## config.mk

```make
export PLATFORM = sky130hd
export DESIGN_NAME = msp_cfg_regs
export DESIGN_NICKNAME = d
export VERILOG_FILES = /design/src/sv/msp_pkg.sv /design/src/sv/msp_cfg_regs.sv
export SDC_FILE = /design/constraint.sdc
export NUM_CORES = 1
export LEC_CHECK = 0
export ABC_AREA = 1
export BUFFER_PORTS_ARGS = -buffer_cell sky130_fd_sc_hd__buf_2
export CAP_MARGIN = 10
export CORE_UTILIZATION = 50
export CTS_CLUSTER_SIZE = 40
export DETAILED_ROUTE_END_ITERATION = 10
export PLACE_DENSITY = 0.79
export SYNTH_ARGS = -nofsm -noshare
export SYNTH_HDL_FRONTEND = slang
export SYNTH_SLANG_ARGS = --single-unit
```

## constraint.sdc

```tcl
create_clock -name clk -period 1.5 [get_ports clk]
set_clock_uncertainty 0.1 [all_clocks]
set_input_delay 0.075 -clock clk [delete_from_list [all_inputs] [get_ports clk]]
set_output_delay 0.075 -clock clk [all_outputs]
set_load 0.01 [all_outputs]
```

## src/sv/msp_pkg.sv

```systemverilog
// ---------------------------------------------------------------------------
// Motor speed PID drive package
// Shared constants, register indexes, payload and link types.
// ---------------------------------------------------------------------------
package msp_pkg;

    localparam int GAIN_FRAC_BITS = 20;
    localparam int SPEED_BITS     = 12;
    localparam int GAIN_W         = 24;
    localparam int DUTY_W         = 12;
    localparam int SUM_W          = 32;
    localparam int ERR_W          = SPEED_BITS + 1;
    localparam int DIFF_W         = SPEED_BITS + 2;
    localparam int PK_W           = GAIN_W + 1 + ERR_W;
    localparam int PI_W           = GAIN_W + 1 + SUM_W;
    localparam int PD_W           = GAIN_W + 1 + DIFF_W;
    localparam int ACC_W          = PI_W + 2;
    localparam int Q_W            = ACC_W - GAIN_FRAC_BITS;
    localparam int CFG_IDX_W      = 3;
    localparam int CFG_DATA_W     = 24;

    localparam logic [CFG_IDX_W-1:0] REG_KP_GAIN     = 3'd0;
    localparam logic [CFG_IDX_W-1:0] REG_KI_GAIN     = 3'd1;
    localparam logic [CFG_IDX_W-1:0] REG_KD_GAIN     = 3'd2;
    localparam logic [CFG_IDX_W-1:0] REG_START_DUTY  = 3'd3;
    localparam logic [CFG_IDX_W-1:0] REG_MIN_DRIVE   = 3'd4;
    localparam logic [CFG_IDX_W-1:0] REG_DRIVE_LIMIT = 3'd5;

    typedef enum logic [1:0] {
        MODE_STOP,
        MODE_HOLD,
        MODE_START,
        MODE_PID
    } mode_t;

    typedef struct packed {
        logic                  run;
        logic                  start_phase;
        logic [SPEED_BITS-1:0] target_speed;
        logic [SPEED_BITS-1:0] measured_speed;
    } msp_in_t;

    typedef struct packed {
        logic [DUTY_W-1:0] compare_value;
        logic              motor_on;
    } msp_out_t;

    typedef struct packed {
        logic [GAIN_W-1:0] kp_gain;
        logic [GAIN_W-1:0] ki_gain;
        logic [GAIN_W-1:0] kd_gain;
        logic [DUTY_W-1:0] start_duty;
        logic [DUTY_W-1:0] min_drive;
        logic [DUTY_W-1:0] drive_limit;
    } msp_cfg_t;

    typedef struct packed {
        mode_t                   mode;
        logic                    run;
        logic signed [PK_W-1:0]  prod_p;
        logic signed [PI_W-1:0]  prod_i;
        logic signed [PD_W-1:0]  prod_d;
    } msp_link_t;

endpackage

```

## src/sv/msp_cfg_regs.sv

```systemverilog
// ---------------------------------------------------------------------------
// Configuration registers
// Holds the PID gains, start duty, minimum drive and drive limit.
// ---------------------------------------------------------------------------
module msp_cfg_regs (
    input  logic                            clk,
    input  logic                            rst_n,
    input  logic                            cfg_valid,
    output logic                            cfg_ready,
    input  logic [msp_pkg::CFG_IDX_W-1:0]   cfg_index,
    input  logic [msp_pkg::CFG_DATA_W-1:0]  cfg_data,
    output msp_pkg::msp_cfg_t               cfg
);
    import msp_pkg::*;

    msp_cfg_t cfg_reg;
    msp_cfg_t cfg_next;

    assign cfg_ready = 1'b1;
    assign cfg       = cfg_reg;

    always_comb
    begin
        cfg_next = cfg_reg;
        if (cfg_valid)
        begin
            unique case (cfg_index)
                REG_KP_GAIN:     cfg_next.kp_gain     = cfg_data[GAIN_W-1:0];
                REG_KI_GAIN:     cfg_next.ki_gain     = cfg_data[GAIN_W-1:0];
                REG_KD_GAIN:     cfg_next.kd_gain     = cfg_data[GAIN_W-1:0];
                REG_START_DUTY:  cfg_next.start_duty  = cfg_data[DUTY_W-1:0];
                REG_MIN_DRIVE:   cfg_next.min_drive   = cfg_data[DUTY_W-1:0];
                REG_DRIVE_LIMIT: cfg_next.drive_limit = cfg_data[DUTY_W-1:0];
                default:         cfg_next = cfg_reg;
            endcase
        end
    end

    always_ff @(posedge clk or negedge rst_n)
    begin
        if (!rst_n)
        begin
            cfg_reg.kp_gain     <= GAIN_W'(36700);
            cfg_reg.ki_gain     <= GAIN_W'(692);
            cfg_reg.kd_gain     <= GAIN_W'(472);
            cfg_reg.start_duty  <= DUTY_W'(45);
            cfg_reg.min_drive   <= DUTY_W'(22);
            cfg_reg.drive_limit <= DUTY_W'(2500);
        end
        else
        begin
            cfg_reg <= cfg_next;
        end
    end

endmodule

```

==> results of run 1 <==
## final cells by class
type / count / area [um^2] / area share [%]
sequential: 108 / 2740 / 48.6
multi-input combinational: 341 / 1420 / 25.2
timing repair buffer: 182 / 1140 / 20.2
tap: 105 / 131 / 2.33
clock buffer: 10 / 128 / 2.26
clock inverter: 6 / 58.8 / 1.04
inverter: 6 / 22.5 / 0.399
## metrics by stage
stage	instance area, um^2	utilization (%)	hold WS (ps)
after floorplan	4330	-	-321
after global routing	5640	67.9	60.4
final	5640	67.9	20.7
after CTS	5630	67.8	15.6
after global placement	5160	62.2	-78.8
after detailed placement	5160	62.2	-74.6
## cells in the final DEF (no fill, tap or decap), types with 2 or more instances in the layout
cell type,Yosys,routed
inv_2,2,2
buf_2,23,136
dfstp_2,31,31
nor2_1,3,2
buf_4,5,14
nor2_4,3,3
dlygate4sd3_1,0,28
buf_12,0,3
inv_1,4,4
nand3_1,84,84
nand2_1,248,248
inv_6,0,3
dfrtp_1,77,77
clkbuf_8,0,9
## routing by layer
metal  up-vias  wire length [um]  GRT usage [%]
met5         -                 0              0
met4         0               189           7.95
met3        16               781           7.66
met2       144              5460           41.8
met1      1845              5020           36.5
li1       1845                 -              -
## cell families (layout without fill, tap and decap cells)
| family | Yosys count | in the layout | synth area share (%) |
|---|---|---|---|
| buffers and inverters | 35 | 204 | 4.13 |
| DFF | 108 | 108 | 63.3 |
| other | 1 | 1 | 0.0865 |
| and+or+nand+nor | 340 | 340 | 32.5 |
## power groups by stage
stage	clock network, mW	logic, mW	registers, mW
after floorplan	0	0.532	4.17
after detailed placement	0	1.68	3.92
after global routing	1.83	1.92	3.94
after global placement	0	1.62	3.91
final	1.69	1.72	3.88
after CTS	1.71	1.73	3.87
## tightest hold or removal path: stages
cell     delay [ps]
buf_2           120
inv_1            40
nand2_1          50
nor2_1           60
nand2_1          60
nand2_1          50
## what timing repair did
action,in CTS,in global routing
setup endpoints to repair,0,1
endpoints found under the hold margin,193,0
gates resized for setup,0,2
hold buffers,28,0
## worst max-delay path by stage
stage / slack, ps / cells past startpoint / to
3_5_place_dp: 280 / 6 / cfg[38]
5_1_grt: 4 / 7 / cfg[47]
2_1_floorplan: 570 / 7 / cfg[25]
6_report: 80 / 7 / cfg[24]
4_1_cts: 80 / 7 / cfg[24]
3_3_place_gp: 330 / 6 / cfg[79]
==> qor.yml, run 1 <==
status: "finished, final reports clean"
peakVddDrop_uv: 741
wl_per_cell_um: 15.1
drive_gt1_share_pct: 31.9
setup_tns_ps: 0
required_ps: 1710
drtIter0Drc: 230
start_kind: "input port"
ys_warn_count: 0
synth_top_cell_area_share_pct: 44.5
slowest_stage: "dlygate4sd3_1"
critPathCaptureType: "flip-flop"
rr_endpoint: "cfg[99]"
crit_start: "cfg_valid"
htree_levels: 3
grt_max_degree: 37
synth_area_um2: 4330
die_w_um: 95.1
syn_avg_cell_area_um2: 8.95
p_clk_share_pct: 23.1
combPwrFrac_pct: 23.6
crit_path_frequent_cell: "nand2_1"
place_hpwl_mm: 7.81
io_pins: 139
timing.rr.start: "cfg[99]"
cts_tree: "built"
p_int_mw: 4.91
n_fill_cell: 693
ys_ff_latch: 108
cts_made_buffers: 9
synth.distinct_cells: 13
finalWirelength_mm: 11.4
post_cts_buffers: 0
cts.sinks: 108
p_sw_share_pct: 32.6
fin_ws_ps: 75.5
port_buffers: 137
dp_slack_ps: 283
via_per_inst: 5.08
hold_path_class: "input port to flip-flop"
core_area_um2: 8300
start_util_pct: 52.2
seq_area_frac_synth_pct: 63.3
finalCritPeriodShare_pct: 95.0
nNetsFinal: 678
whs_path_depth: 6
final-setup-viol-count: 0
crit_type: "input port to flip-flop"
post-route-min-period_ps: 1420
final_antenna_net_count: 0
first_global_vias: 3588
synth.most_common_cell: "nand2_1"
syn2layout_area_growth_pct: 30.1
power_density_nw_per_um2: 1290
vias: 3850
r2r_slack_ps: 640
insertion_delay_ps: 360
arrival_ps: 1640
antenna_found_initial: 0
drc: 0
finalHoldViolations: 0
rr_worst_depth: 2
dp.cells: 714
crit_family: "buffers and inverters"
die_h_um: 95.1
slew_viol_final: 0
ys.flop_type: "dfrtp_1"
path_max_fanout: 4
synth_edf_count: 0
path_buf_inv: 3
grt_pass1_wl_mm: 18.1
num_rows: 33
yosysTopAreaCell: "dfrtp_1"
clock-root-buffer: "clkbuf_8"
clock_path_buffers: 2
drtPass1Iterations: 4
synth_nets: 514
die_area_um2: 9040
max_freq_ghz: 0.702
final_cell_count_no_fill: 758
clk_pin_slew_ps: 100
hold_end: "cfg[25]"
synthTopCellsByArea: "dfrtp_1 (44%), nand2_1 (21%), dfstp_2 (19%)"
crit_chain: "dlygate4sd3_1, buf_2, nand2_1, nor2_1, nand2_1, dlygate4sd3_1, nand2_1"
slowest_delay_ps: 550
cap_violations: 0
largest_reg_flops: 108
gp_congestion: 0.801
p_sw_mw: 2.37
power_leakage_nw: 3.18
async_flop_share_pct: 100
total_power_mw: 7.28
rsz0062_at_grt: "false"
synthCells: 484
worstHoldStart: "cfg_index[2]"
gr-total-overflow: 0
synth_commonest_cells: "nand2_1 (248), nand3_1 (84), dfrtp_1 (77)"
grtUsageTotal_pct: 26.8
p_seq_share_pct: 53.3
n_antenna_cell: 0
Note: power is estimated with default switching activity, not from simulation.
==> run 2, diff against run 1 <==
Settings changed: CORE_UTILIZATION 50 to 46, PLACE_DENSITY 0.79 to 0.76.
Clock period 1.5 ns to 1.3 ns, I/O delays scaled along.
==> qor.yml, run 2 (synthesis results as in run 1) <==
finalWirelength_mm: 11.5  # was 11.4 mm
post-route-min-period_ps: 1230
final_cell_mix: "nand2_1 (248), buf_2 (136), nand3_1 (84), dfrtp_1 (77), dfstp_2 (31)"  # unchanged
die_area_um2: 9810  # was 9040 um^2
top_layer: "met4"  # unchanged
hold_path_class: "input port to async pin"  # was input port to flip-flop
arrival_ps: 1060  # was 1640 ps
syn2layout_area_growth_pct: 30.0  # was 30.1%
layout_commonest_cell: "nand2_1"  # unchanged
final_antenna_net_count: 0  # unchanged
place_hpwl_mm: 7.81  # about the same
wl_met3_um: 751  # was 781 um
cts.sinks: 108  # unchanged
io_pins: 139  # unchanged
start_util_pct: 47.1  # was 52.2%
required_ps: 1130  # was 1710 ps
path_max_fanout: 2  # was 4
antenna_found_initial: 0  # unchanged
finalCritPeriodShare_pct: 94.5
via_per_inst: 5.06  # was 5.08
cts_made_buffers: 9  # unchanged
path_buf_inv: 1  # was 3
final-setup-viol-count: 0  # unchanged
gr-total-overflow: 0  # unchanged
setup_tns_ps: 0  # unchanged
grt_max_degree: 46  # was 37
drc: 0  # unchanged
htree_levels: 3  # unchanged
slew_viol_final: 0  # unchanged
grt_pass1_wl_mm: 18.6  # was 18.1 mm
status: "finished, final reports clean"  # unchanged
power_density_nw_per_um2: 1510  # was 1290 nW/um^2
core_area_um2: 9200  # was 8300 um^2
largest_reg_flops: 108  # unchanged
cap_violations: 0  # unchanged
peakVddDrop_uv: 787  # was 741 uV
drtPass1Iterations: 5  # was 4
fin_ws_ps: 72.0  # was 75.5 ps
rsz0062_at_grt: "false"  # unchanged
die_h_um: 99.1  # was 95.1 um
insertion_delay_ps: 370  # was 360 ps
post_cts_buffers: 0  # unchanged
n_fill_cell: 809  # was 693
postCtsHoldBufs: 28  # unchanged
cts_resized: 0  # unchanged
first_global_vias: 3777  # was 3588
crit_chain: "buf_2"  # was dlygate4sd3_1, buf_2, nand2_1, nor2_1, nand2_1, dlygate4sd3_1, nand2_1
n_antenna_cell: 0  # unchanged
drtIter0Drc: 172  # was 230
crit_type: "flip-flop to primary output"  # was input port to flip-flop
crit_family: "flip-flops"  # was buffers and inverters
wl_per_cell_um: 15.1  # about the same
critPathCaptureType: "primary output"  # was flip-flop
clock_path_buffers: 2  # unchanged
start_kind: "flip-flop"  # was input port
gp_congestion: 0.806  # was 0.801
nNetsFinal: 676  # was 678
met1Wirelength_mm: 5.03  # was 5.02 mm
cts_tree: "built"  # unchanged
wl_met2_mm: 5.56  # was 5.46 mm
clock-root-buffer: "clkbuf_8"  # unchanged
die_w_um: 99.1  # was 95.1 um
num_rows: 35  # was 33
finalHoldViolations: 0  # unchanged
drive_gt1_share_pct: 31.8  # was 31.9%
dp_slack_ps: 35.7  # was 283 ps
grtUsageTotal_pct: 24.6  # was 26.8%
max_freq_ghz: 0.814
vias: 3859  # was 3850
clk_pin_slew_ps: 120  # was 100 ps
port_buffers: 137  # unchanged
slowest_delay_ps: 550  # about the same
final-seq-area_um2: 2740  # unchanged
slowest_stage: "dfstp_2"  # was dlygate4sd3_1
power_leakage_nw: 3.17  # was 3.18 nW
multi_input_area_um2: 1420  # unchanged
run 2: cell count changes in the layout (fill, tap and decap cells not counted), sizes merged:
| cell | change |
|---|---|
| buf | -2 |
| clkbuf | -1 |
| clkinvlp | -1 |
| clkinv | +1 |
| inv | +1 |
run 2: final cells by class:
class | count | area share (%)
well taps | 111 | 2.47
inverters | 6 | 0.400
repair buffers | 180 | 19.6
multi-input cells | 341 | 25.2
clock inverters | 7 | 1.40
flip-flops and latches | 108 | 48.7
clock buffers | 9 | 2.20
run 2: where the power goes:
| part | switching [mW] | total [mW] | internal [mW] |
|---|---|---|---|
| Clock | 1.30 | 2.07 | 0.768 |
| Combinational | 1.17 | 1.97 | 0.805 |
| Sequential | 0.349 | 4.46 | 4.11 |
| Total | 2.82 | 8.51 | 5.69 |
run 2: routing by layer:
layer | GRT usage (%) | up-vias
met5 | 0 | -
met4 | 8.14 | 0
met3 | 5.46 | 18
met2 | 41.0 | 138
met1 | 32.0 | 1857
li1 | - | 1846
run 2: path summary, 6_finish.rpt:
| kind | start | endpoint | slack, ps | cells after the start |
|---|---|---|---|---|
| max in group asynchronous | rst_n | cfg[95] | 450 | 3 |
| setup / recovery | cfg[87] | cfg[87] | 70 | 1 |
| min in group clk | cfg_valid | cfg[29] | 70 | 6 |
| hold / removal | rst_n | cfg[10] | 40 | 2 |
| hold reg to reg | cfg[39] | cfg[39] | 370 | 2 |
| setup reg to reg | cfg[64] | cfg[64] | 450 | 2 |
run 2: per-stage QoR:
| step | cells | area (um^2) | hold slack (ps) | power [mW] | utilization (%) |
|---|---|---|---|---|---|
| detailed placement | 718 | 5150 | -99.2 | 6.44 | 56.0 |
| global route | 762 | 5630 | 54.0 | 8.96 | 61.2 |
| floorplan | 484 | 4330 | -331 | 5.43 | - |
| global placement | 718 | 5150 | -108 | 6.37 | 56.0 |
| finish | 762 | 5630 | 40.5 | 8.51 | 61.2 |
| CTS | 762 | 5630 | 29.4 | 8.57 | 61.2 |
