===== config.mk =====
export PLATFORM = sky130hd
export DESIGN_NAME = msp_drive_stage
export DESIGN_NICKNAME = d
export VERILOG_FILES = /design/src/sv/msp_pkg.sv /design/src/sv/msp_drive_stage.sv
export SDC_FILE = /design/constraint.sdc
export NUM_CORES = 1
export LEC_CHECK = 0
export ABC_AREA = 1
export BUFFER_PORTS_ARGS = -buffer_cell sky130_fd_sc_hd__buf_4
export CAP_MARGIN = 30
export CORE_ASPECT_RATIO = 0.7
export CORE_UTILIZATION = 53
export DETAILED_ROUTE_END_ITERATION = 12
export GPL_ROUTABILITY_DRIVEN = 0
export PLACE_DENSITY = 0.8
export SLEW_MARGIN = 15
export SYNTH_ARGS = -nofsm -noshare
export SYNTH_HDL_FRONTEND = slang
export SYNTH_SLANG_ARGS = --single-unit

===== constraint.sdc =====
create_clock -name clk -period 1.2 [get_ports clk]
set_input_delay 0.36 -clock clk [delete_from_list [all_inputs] [get_ports clk]]
set_output_delay 0.36 -clock clk [all_outputs]
set_load 0.01 [all_outputs]

===== src/sv/msp_pkg.sv =====
// ---------------------------------------------------------------------------
// Motor speed PID drive package
// Shared constants, register indexes, payload and link types.
// ---------------------------------------------------------------------------
package msp_pkg;

    localparam int GAIN_FRAC_BITS = 20;
    localparam int SPEED_BITS     = 12;
    localparam int GAIN_W         = 24;
    localparam int DUTY_W         = 12;
    localparam int SUM_W          = 32;
    localparam int ERR_W          = SPEED_BITS + 1;
    localparam int DIFF_W         = SPEED_BITS + 2;
    localparam int PK_W           = GAIN_W + 1 + ERR_W;
    localparam int PI_W           = GAIN_W + 1 + SUM_W;
    localparam int PD_W           = GAIN_W + 1 + DIFF_W;
    localparam int ACC_W          = PI_W + 2;
    localparam int Q_W            = ACC_W - GAIN_FRAC_BITS;
    localparam int CFG_IDX_W      = 3;
    localparam int CFG_DATA_W     = 24;

    localparam logic [CFG_IDX_W-1:0] REG_KP_GAIN     = 3'd0;
    localparam logic [CFG_IDX_W-1:0] REG_KI_GAIN     = 3'd1;
    localparam logic [CFG_IDX_W-1:0] REG_KD_GAIN     = 3'd2;
    localparam logic [CFG_IDX_W-1:0] REG_START_DUTY  = 3'd3;
    localparam logic [CFG_IDX_W-1:0] REG_MIN_DRIVE   = 3'd4;
    localparam logic [CFG_IDX_W-1:0] REG_DRIVE_LIMIT = 3'd5;

    typedef enum logic [1:0] {
        MODE_STOP,
        MODE_HOLD,
        MODE_START,
        MODE_PID
    } mode_t;

    typedef struct packed {
        logic                  run;
        logic                  start_phase;
        logic [SPEED_BITS-1:0] target_speed;
        logic [SPEED_BITS-1:0] measured_speed;
    } msp_in_t;

    typedef struct packed {
        logic [DUTY_W-1:0] compare_value;
        logic              motor_on;
    } msp_out_t;

    typedef struct packed {
        logic [GAIN_W-1:0] kp_gain;
        logic [GAIN_W-1:0] ki_gain;
        logic [GAIN_W-1:0] kd_gain;
        logic [DUTY_W-1:0] start_duty;
        logic [DUTY_W-1:0] min_drive;
        logic [DUTY_W-1:0] drive_limit;
    } msp_cfg_t;

    typedef struct packed {
        mode_t                   mode;
        logic                    run;
        logic signed [PK_W-1:0]  prod_p;
        logic signed [PI_W-1:0]  prod_i;
        logic signed [PD_W-1:0]  prod_d;
    } msp_link_t;

endpackage


===== src/sv/msp_drive_stage.sv =====
// ---------------------------------------------------------------------------
// Drive stage
// Sums the gain products, scales them and applies the floor and limit;
// picks the compare value by mode and holds the result for the receiver.
// ---------------------------------------------------------------------------
module msp_drive_stage (
    input  logic                 clk,
    input  logic                 rst_n,
    input  msp_pkg::msp_cfg_t    cfg,
    input  logic                 link_valid,
    output logic                 link_ready,
    input  msp_pkg::msp_link_t   link,
    output logic                 out_valid,
    input  logic                 out_stall,
    output msp_pkg::msp_out_t    out_data
);
    import msp_pkg::*;

    logic                    out_valid_reg;
    msp_out_t                out_reg;
    msp_out_t                out_next;
    logic [DUTY_W-1:0]       drive_reg;
    logic [DUTY_W-1:0]       drive_next;
    logic [DUTY_W-1:0]       applied_reg;
    logic [DUTY_W-1:0]       applied_next;
    logic signed [ACC_W-1:0] acc;
    logic signed [ACC_W-1:0] acc_biased;
    logic signed [Q_W-1:0]   quot;
    logic signed [Q_W-1:0]   floored;
    logic signed [Q_W-1:0]   min_ext;
    logic signed [Q_W-1:0]   limit_ext;
    logic                    move_out;
    logic                    step;

    assign move_out   = !out_valid_reg || !out_stall;
    assign link_ready = move_out;
    assign step       = move_out && link_valid;
    assign out_valid  = out_valid_reg;
    assign out_data   = out_reg;

    always_comb
    begin
        acc = ACC_W'(link.prod_p) + ACC_W'(link.prod_i) + ACC_W'(link.prod_d);
        // Rounding toward zero: bias negative sums before the arithmetic shift.
        if (acc[ACC_W-1])
        begin
            acc_biased = acc + $signed({{(ACC_W-GAIN_FRAC_BITS){1'b0}},
                                        {GAIN_FRAC_BITS{1'b1}}});
        end
        else
        begin
            acc_biased = acc;
        end
        quot      = acc_biased[ACC_W-1:GAIN_FRAC_BITS];
        min_ext   = $signed({{(Q_W-DUTY_W){1'b0}}, cfg.min_drive});
        limit_ext = $signed({{(Q_W-DUTY_W){1'b0}}, cfg.drive_limit});
        floored   = (quot < min_ext) ? min_ext : quot;

        drive_next   = drive_reg;
        applied_next = applied_reg;
        unique case (link.mode)
            MODE_STOP:
            begin
                applied_next = '0;
            end
            MODE_HOLD:
            begin
                applied_next = applied_reg;
            end
            MODE_START:
            begin
                applied_next = cfg.start_duty;
            end
            MODE_PID:
            begin
                if ((floored > $signed(Q_W'(0))) && (floored < limit_ext))
                begin
                    drive_next = floored[DUTY_W-1:0];
                end
                applied_next = drive_next;
            end
            default:
            begin
                applied_next = applied_reg;
            end
        endcase

        out_next.compare_value = applied_next;
        out_next.motor_on      = link.run;
    end

    always_ff @(posedge clk or negedge rst_n)
    begin
        if (!rst_n)
        begin
            out_valid_reg <= 1'b0;
            drive_reg     <= '0;
            applied_reg   <= '0;
        end
        else
        begin
            if (move_out)
            begin
                out_valid_reg <= link_valid;
            end
            if (step)
            begin
                drive_reg   <= drive_next;
                applied_reg <= applied_next;
            end
        end
    end

    always_ff @(posedge clk)
    begin
        if (step)
        begin
            out_reg <= out_next;
        end
    end

endmodule


==> impl.org, run 1 <==
** Clocking
- Clock sinks :: 38
- The tree is rooted in a clkbuf_16.
- H-tree lvl count :: 2
- Cts bufs inserted :: 5
- Maximum clock path buffer count :: 2

** Synth
- For this run, the leading register cell type out of synthesis is dfrtp_1.
- Mapped cell area :: 12800 um2
- Nets in the synthesized netlist :: 2774
- The cell count after synthesis came out at 2387.
- For this run, the number of Yosys warnings is 0.
- Sequential cell area fraction in the yosys report :: 7.96%
- Async SR Flop Fraction :: 65.8%
- The synthesized design contains 38 register bits.
- Count of different cell masters after synthesis :: 40
- Yosys mapped a number of flops with a built-in enable equal to 13.
- A synthesized cell averages 5.34 um2.

** Placement
- Quantity of I/O buffers inserted on ports :: 191
- The wire-length estimate of the detail-placed layout is 40800 um.
- In this run the cell area measured after placement is 17800 um2.

** Timing
- After the last repair the worst path ends at a sequential cell input.
- When the global-route repair_timing finished, the worst setup path ended at out_data[12]$_DFFE_PP_/D.

** Outcome
- The flow did not finish.
- Terminating stage of the flow :: 5_1_grt
- First Err :: [ERROR GRT-0232] Routing congestion too high. Check the congestion heatmap in the GUI.

** Die
- The floorplan step set the die height to 132 um.
- Initial Utilization :: 54.0%
- Count of pins on the block boundary :: 264
- Width of the die :: 187 um
- Row count :: 47

** Global routing
- Total routing resource utilization after global routing :: 79.4%
- The total overflow left after global routing is 84.
- Maximum number of pins on one net before global-route repair :: 27
layer usage:
metal / global-route usage [%] / GRT overflow
met2: 91.2 / 51
met3: 71.1 / 4
met1: 81.1 / 2
met4: 72.2 / 27
met5: 42.5 / 0
timing repair:
action	CTS
hold buffers	1
endpoints found under the hold margin	25
pin swaps	75
gates cloned	3
endpoints found under the setup margin	38
resized for setup	216
buffers inserted	50
logic make-up after synthesis:
family	share of synthesized area, %
AND/OR/NAND/NOR	54.9
buffers and inverters	15.3
adder cells (fa/ha/maj)	16.9
AO/OA/AOI/OAI	4.60
flip-flops	7.96
XOR/XNOR	0.275
cells in the mapped netlist, types with 3 or more instances:
| master | number | area (um2) |
|---|---|---|
| nor4_1 | 3 | 18.8 |
| nand3b_1 | 4 | 30.0 |
| inv_2 | 23 | 86.3 |
| o21ai_0 | 41 | 205 |
| o21ai_1 | 8 | 40.0 |
| and2_1 | 6 | 37.5 |
| buf_2 | 5 | 25.0 |
| a21oi_2 | 3 | 26.3 |
| edfxtp_1 | 13 | 390 |
| nand3_1 | 215 | 1080 |
| o211ai_1 | 3 | 22.5 |
| nor2_4 | 14 | 158 |
| ha_1 | 80 | 1000 |
| nand4_1 | 37 | 231 |
| a21oi_1 | 51 | 255 |
| fa_1 | 58 | 1160 |
| xor2_1 | 4 | 35.0 |
| clkbuf_1 | 8 | 30.0 |
| nand3_2 | 39 | 390 |
| buf_4 | 4 | 30.0 |
| nor2_2 | 30 | 188 |
| dfrtp_1 | 25 | 626 |
| nand2_2 | 70 | 438 |
| nor3_1 | 11 | 55.1 |
| inv_1 | 466 | 1750 |
| nor2_1 | 208 | 781 |
| nand2_1 | 940 | 3530 |
metrics by stage:
step	hold slack, ps	TNS [ps]	setup WS, ps	instances	util, %
floorplan	64.4	-162980	-4610	2387	-
global placement	286	-187590	-5320	3297	75.5
detailed placement	291	-196720	-5610	3297	75.5
CTS	247	-173640	-4900	3359	82.3
==> inputs of run 2 (changes only) <==
Settings changed: CORE_ASPECT_RATIO 0.7 to default, CORE_UTILIZATION 53 to 40, PLACE_DENSITY 0.8 to default, PLACE_DENSITY_LB_ADDON from default to 0.15.
Clock period 1.2 ns to 1.55 ns, I/O delays scaled along.
==> run 2 against run 1 <==
Effect of this change: the flow now finishes, with violations (negative setup slack); synthesized cell count is the same; area after synthesis is the same.
==> impl.org, run 2 <==
** Timing
- Number of hold violations in the final report :: 0
- Worst slack on hold paths :: 88.4 ps
- Worst max-slew margin expressed relative to the limit :: 59.0%
- Number of pins exceeding their max-slew limit in the final report :: 0
- Post-route setup slack :: -4800 ps
- Slew at the pin closest to its max-slew limit :: 614 ps
- Final worst path period share :: 410%
- Clock skew on the completed layout was measured at 3.38 ps.
- Setup repair after global routing missed its margin :: yes
- Setup violations remaining at the end of the flow were counted as 36.
- Highest attainable clock frequency :: 157 MHz
- The smallest clock period supported by the final layout is computed as 6350 ps.

** Drt
- Routed metal-1 wirelength :: 20600 um
- Routed wire length on met3 :: 2830 um
- Detailed routing inserted a total of 17.1k vias.
- Met2 routed WL :: 23800 um
- Via/cell ratio :: 4.97
- Total iterations of the first detailed-routing run :: 6
- After detailed routing, the total wire length is 49900 um.
- Wire length per cell after detailed routing :: 14.5 um
- Highest routed metal layer :: met4
- Starting DRT DRC Count :: 1187
- Remaining antenna violation count after routing :: 0
- After detailed routing, the number of remaining DRC violations is 0.

** Pwr
- Internal power component :: 9.98 mW
- Of the total power, combinational logic draws 88.6%.
- Leak :: 11.2 nW
- Portion of total power attributed to the clock network :: 4.8%
- VDD sags by at most 0.505 mV.
- Share of total power in sequential cells :: 6.5%
- Power density over the cells :: 1030 nW/um2
- Switching power as a share of total power :: 51.9%
- Total net switching power :: 10.8 mW

** Synth
- The library cell occupying the most area in the post-synthesis netlist was nand2_1 (unchanged).
- Synth top area cells: nand2_1 (28%), inv_1 (14%), fa_1 (9.1%) (unchanged).
- The leading register cell type out of synthesis is dfrtp_1 (unchanged).
- Leading post-synthesis cells by instance count :: nand2_1 (940), inv_1 (466), nand3_1 (215), nor2_1 (208), ha_1 (80) (unchanged)
- Fraction of synthesized cell area taken by the top area cell type :: 27.7% (unchanged)
- Count leader, synth :: nand2_1 (unchanged)
- Sequential cell area fraction in the yosys report :: 7.96% (unchanged)
- The mapped cell area came to 12800 um2 (unchanged).
- The async set-reset flop share out of synthesis came to 65.8% (unchanged).
- EDFF count, synth :: 13 (unchanged)
- Gate count of the mapped netlist :: 2387 (unchanged)
- Warnings from Yosys :: 0 (unchanged)
- Nets in the synthesized netlist :: 2774 (unchanged)
- Mean post-synth cell area :: 5.34 um2 (unchanged)
- The number of storage elements in the synthesis netlist was 38 (unchanged).
- Count of different cell masters after synthesis :: 40 (unchanged)

** Cells and area
- Ant. Diodes :: 0
- From synthesis to final layout, the design area changed by 58.6%.
- Leaving out fill and tap cells, the most frequent cell in the layout is nand2_1.
- Area of the multi-input gates :: 11500 um2
- The post-route netlist has 38.6% of its cells at a drive strength greater than 1.
- Count of filler cells inserted in the layout :: 2945
- The net count of the finished layout is 3430.
- In the layout the commonest cells are nand2_1 (827), buf_4 (650), inv_1 (452).
- Area taken by flip-flops and latches :: 1020 um2
- The register with the most flip-flops in the layout has 13 of them.
- Cells fill 64.3% of the core in the end.

** Critical path
- STA classifies the critical path startpoint as a primary input.
- Gate family responsible for the most delay along the worst path :: simple AND/OR/NAND/NOR gates
- Measured in cells, the most critical reg-to-reg path has a length of 6.
- Critical Path Slowest Stage Cell :: fa_1
- In this design, the stage delay of the slowest critical-path cell is 550 ps.
- For the worst setup path, the data arrival time is 6390 ps.
- FF-to-FF setup slack :: 280 ps
- In this run the worst path has a maximum fanout of 7.
- CP required :: 1590 ps
- The startpoint identified for the worst register-to-register timing path is out_valid$_DFFE_PN0N_.
- Type of the worst setup path :: primary input to flop
- The number of buffers and inverters on the critical path is 9.
- The endpoint identified for the worst register-to-register timing path is drive_reg[6]$_DFFE_PN0P_.
- Critical path endpoint category :: flop

** Clocking
- Root buf cell :: clkbuf_16 (unchanged)
- H-tree lvl count :: 2 (unchanged)
- For the worst-skew pair, the clock arrives at the later sink with an insertion delay of 290 ps.
- Maximum clock path buffer count :: 2 (unchanged)
- Clock sinks :: 38 (unchanged)
- Clock-pin slew was measured on the worst setup and hold paths at 60 ps.
- Cts bufs inserted :: 5 (unchanged)
- The number of hold buffers added after cts was 0 (was 1).
- TritonCTS built the clock tree.

** Die
- The row count came to 65 (was 47).
- Count of pins on the block boundary :: 264 (unchanged)
- Core ar. :: 31500 um2
- The floorplan step defined a die boundary enclosing 32600 um2.
- The die span in y came to 181 um (was 132 um).
- The die span in x came to 181 um (was 187 um).
- The effective utilization at floorplan is 40.5% (was 54.0%).

** Hold path
- Hold Path Class :: primary input to async pin

** Global routing
- Residual overflow from global routing :: 0
- Total routing resource utilization after global routing :: 30.4%
- Maximum number of pins on one net before global-route repair :: 27
- The number of antenna violations at the first check in global routing is 1.
- Vias in the first global route :: 17.0k
- Wire length of the first global-routing pass :: 80400 um

** Placement
- The final HPWL from detailed placement is 41600 um (was 40800 um).
- The number of buffer cells added on primary ports is 191 (unchanged).

** Outcome
- The checks that failed: negative setup slack.
- Result of the run :: complete, but fails checks (was did not finish)

** Job
- Number of violations of the max-capacitance limit :: 0
-- run 2: cell counts after synthesis --
No cell type changed its count.
-- run 2: through the flow --
stage	power, mW	setup slack (ps)	TNS, ps	cell area (um2)	cells
final	20.8	-4800	-170310	20200	3446
after global routing	22.6	-5180	-183890	20200	3446
after CTS	19.6	-4660	-165130	19600	3434
after detailed placement	16.7	-5640	-199760	17800	3369
after global placement	16.4	-5590	-197860	17800	3369
after floorplan	9.97	-4370	-154210	12900	2387
-- run 2: worst reg2reg max path: stages (launching register included) --
cell     delay [ps]
dfrtp_1         370
nand2_1         100
nand2_1         150
nor2_1          210
buf_12          190
nand3_1         100
o21ai_1          90
-- run 2: worst max path at each step --
stage,cells past startpoint,endpoint,start,slack (ps)
after floorplan,45,out_data[11]$_DFFE_PP_,link[97],-4370
after global placement,38,out_data[1]$_DFFE_PP_,link[38],-5590
after detailed placement,41,out_data[4]$_DFFE_PP_,link[38],-5640
after CTS,45,out_data[4]$_DFFE_PP_,link[97],-4660
after global routing,40,out_data[11]$_DFFE_PP_,link[133],-5180
final,46,out_data[6]$_DFFE_PP_,link[97],-4800
-- run 2: layer usage --
| metal | track usage, % | vias up |
|---|---|---|
| met2 | 54.5 | 614 |
| li1 | - | 8578 |
| met4 | 14.0 | 0 |
| met3 | 2.61 | 159 |
| met1 | 36.7 | 7788 |
| met5 | 0 | - |
-- run 2: cell type report --
type	instances	share of cell area [%]
clock buffers	6	0.637
inverters	490	9.15
multi-input cells	1838	57.1
well taps	402	2.49
repair buffers	670	25.6
flip-flops and latches	38	5.02
clock inverters	2	0.0495
-- run 2: power by group through the flow --
stage / Sequential [mW] / Combinational [mW] / Clock [mW]
2_1_floorplan: 1.38 / 8.59 / 0
3_3_place_gp: 1.37 / 15.0 / 0
3_5_place_dp: 1.37 / 15.3 / 0
4_1_cts: 1.36 / 17.2 / 1.01
5_1_grt: 1.38 / 20.2 / 1.05
6_report: 1.36 / 18.4 / 1.00
-- run 2: cell families (layout without fill, tap and decap cells) --
| group | count (synthesis) | in the layout | synth area share, % |
|---|---|---|---|
| and+or+nand+nor | 1585 | 1585 | 54.9 |
| buffers and inverters | 511 | 1168 | 15.3 |
| adders and majority gates | 138 | 138 | 16.9 |
| AOI/OAI and AO/OA | 111 | 111 | 4.60 |
| DFF | 38 | 38 | 7.96 |
| xor gates and xnor gates | 4 | 4 | 0.275 |
-- run 2: what timing repair did --
| action | 4_1_cts | 5_1_grt |
|---|---|---|
| buffers inserted | 56 | 11 |
| endpoints found under the setup margin | 36 | 36 |
| gates cloned | 1 | 1 |
| pin swaps | 65 | 55 |
| gates resized for setup | 268 | 129 |
| hold endpoints to repair | 0 | 0 |
Note: power is estimated with default switching activity, not from simulation.
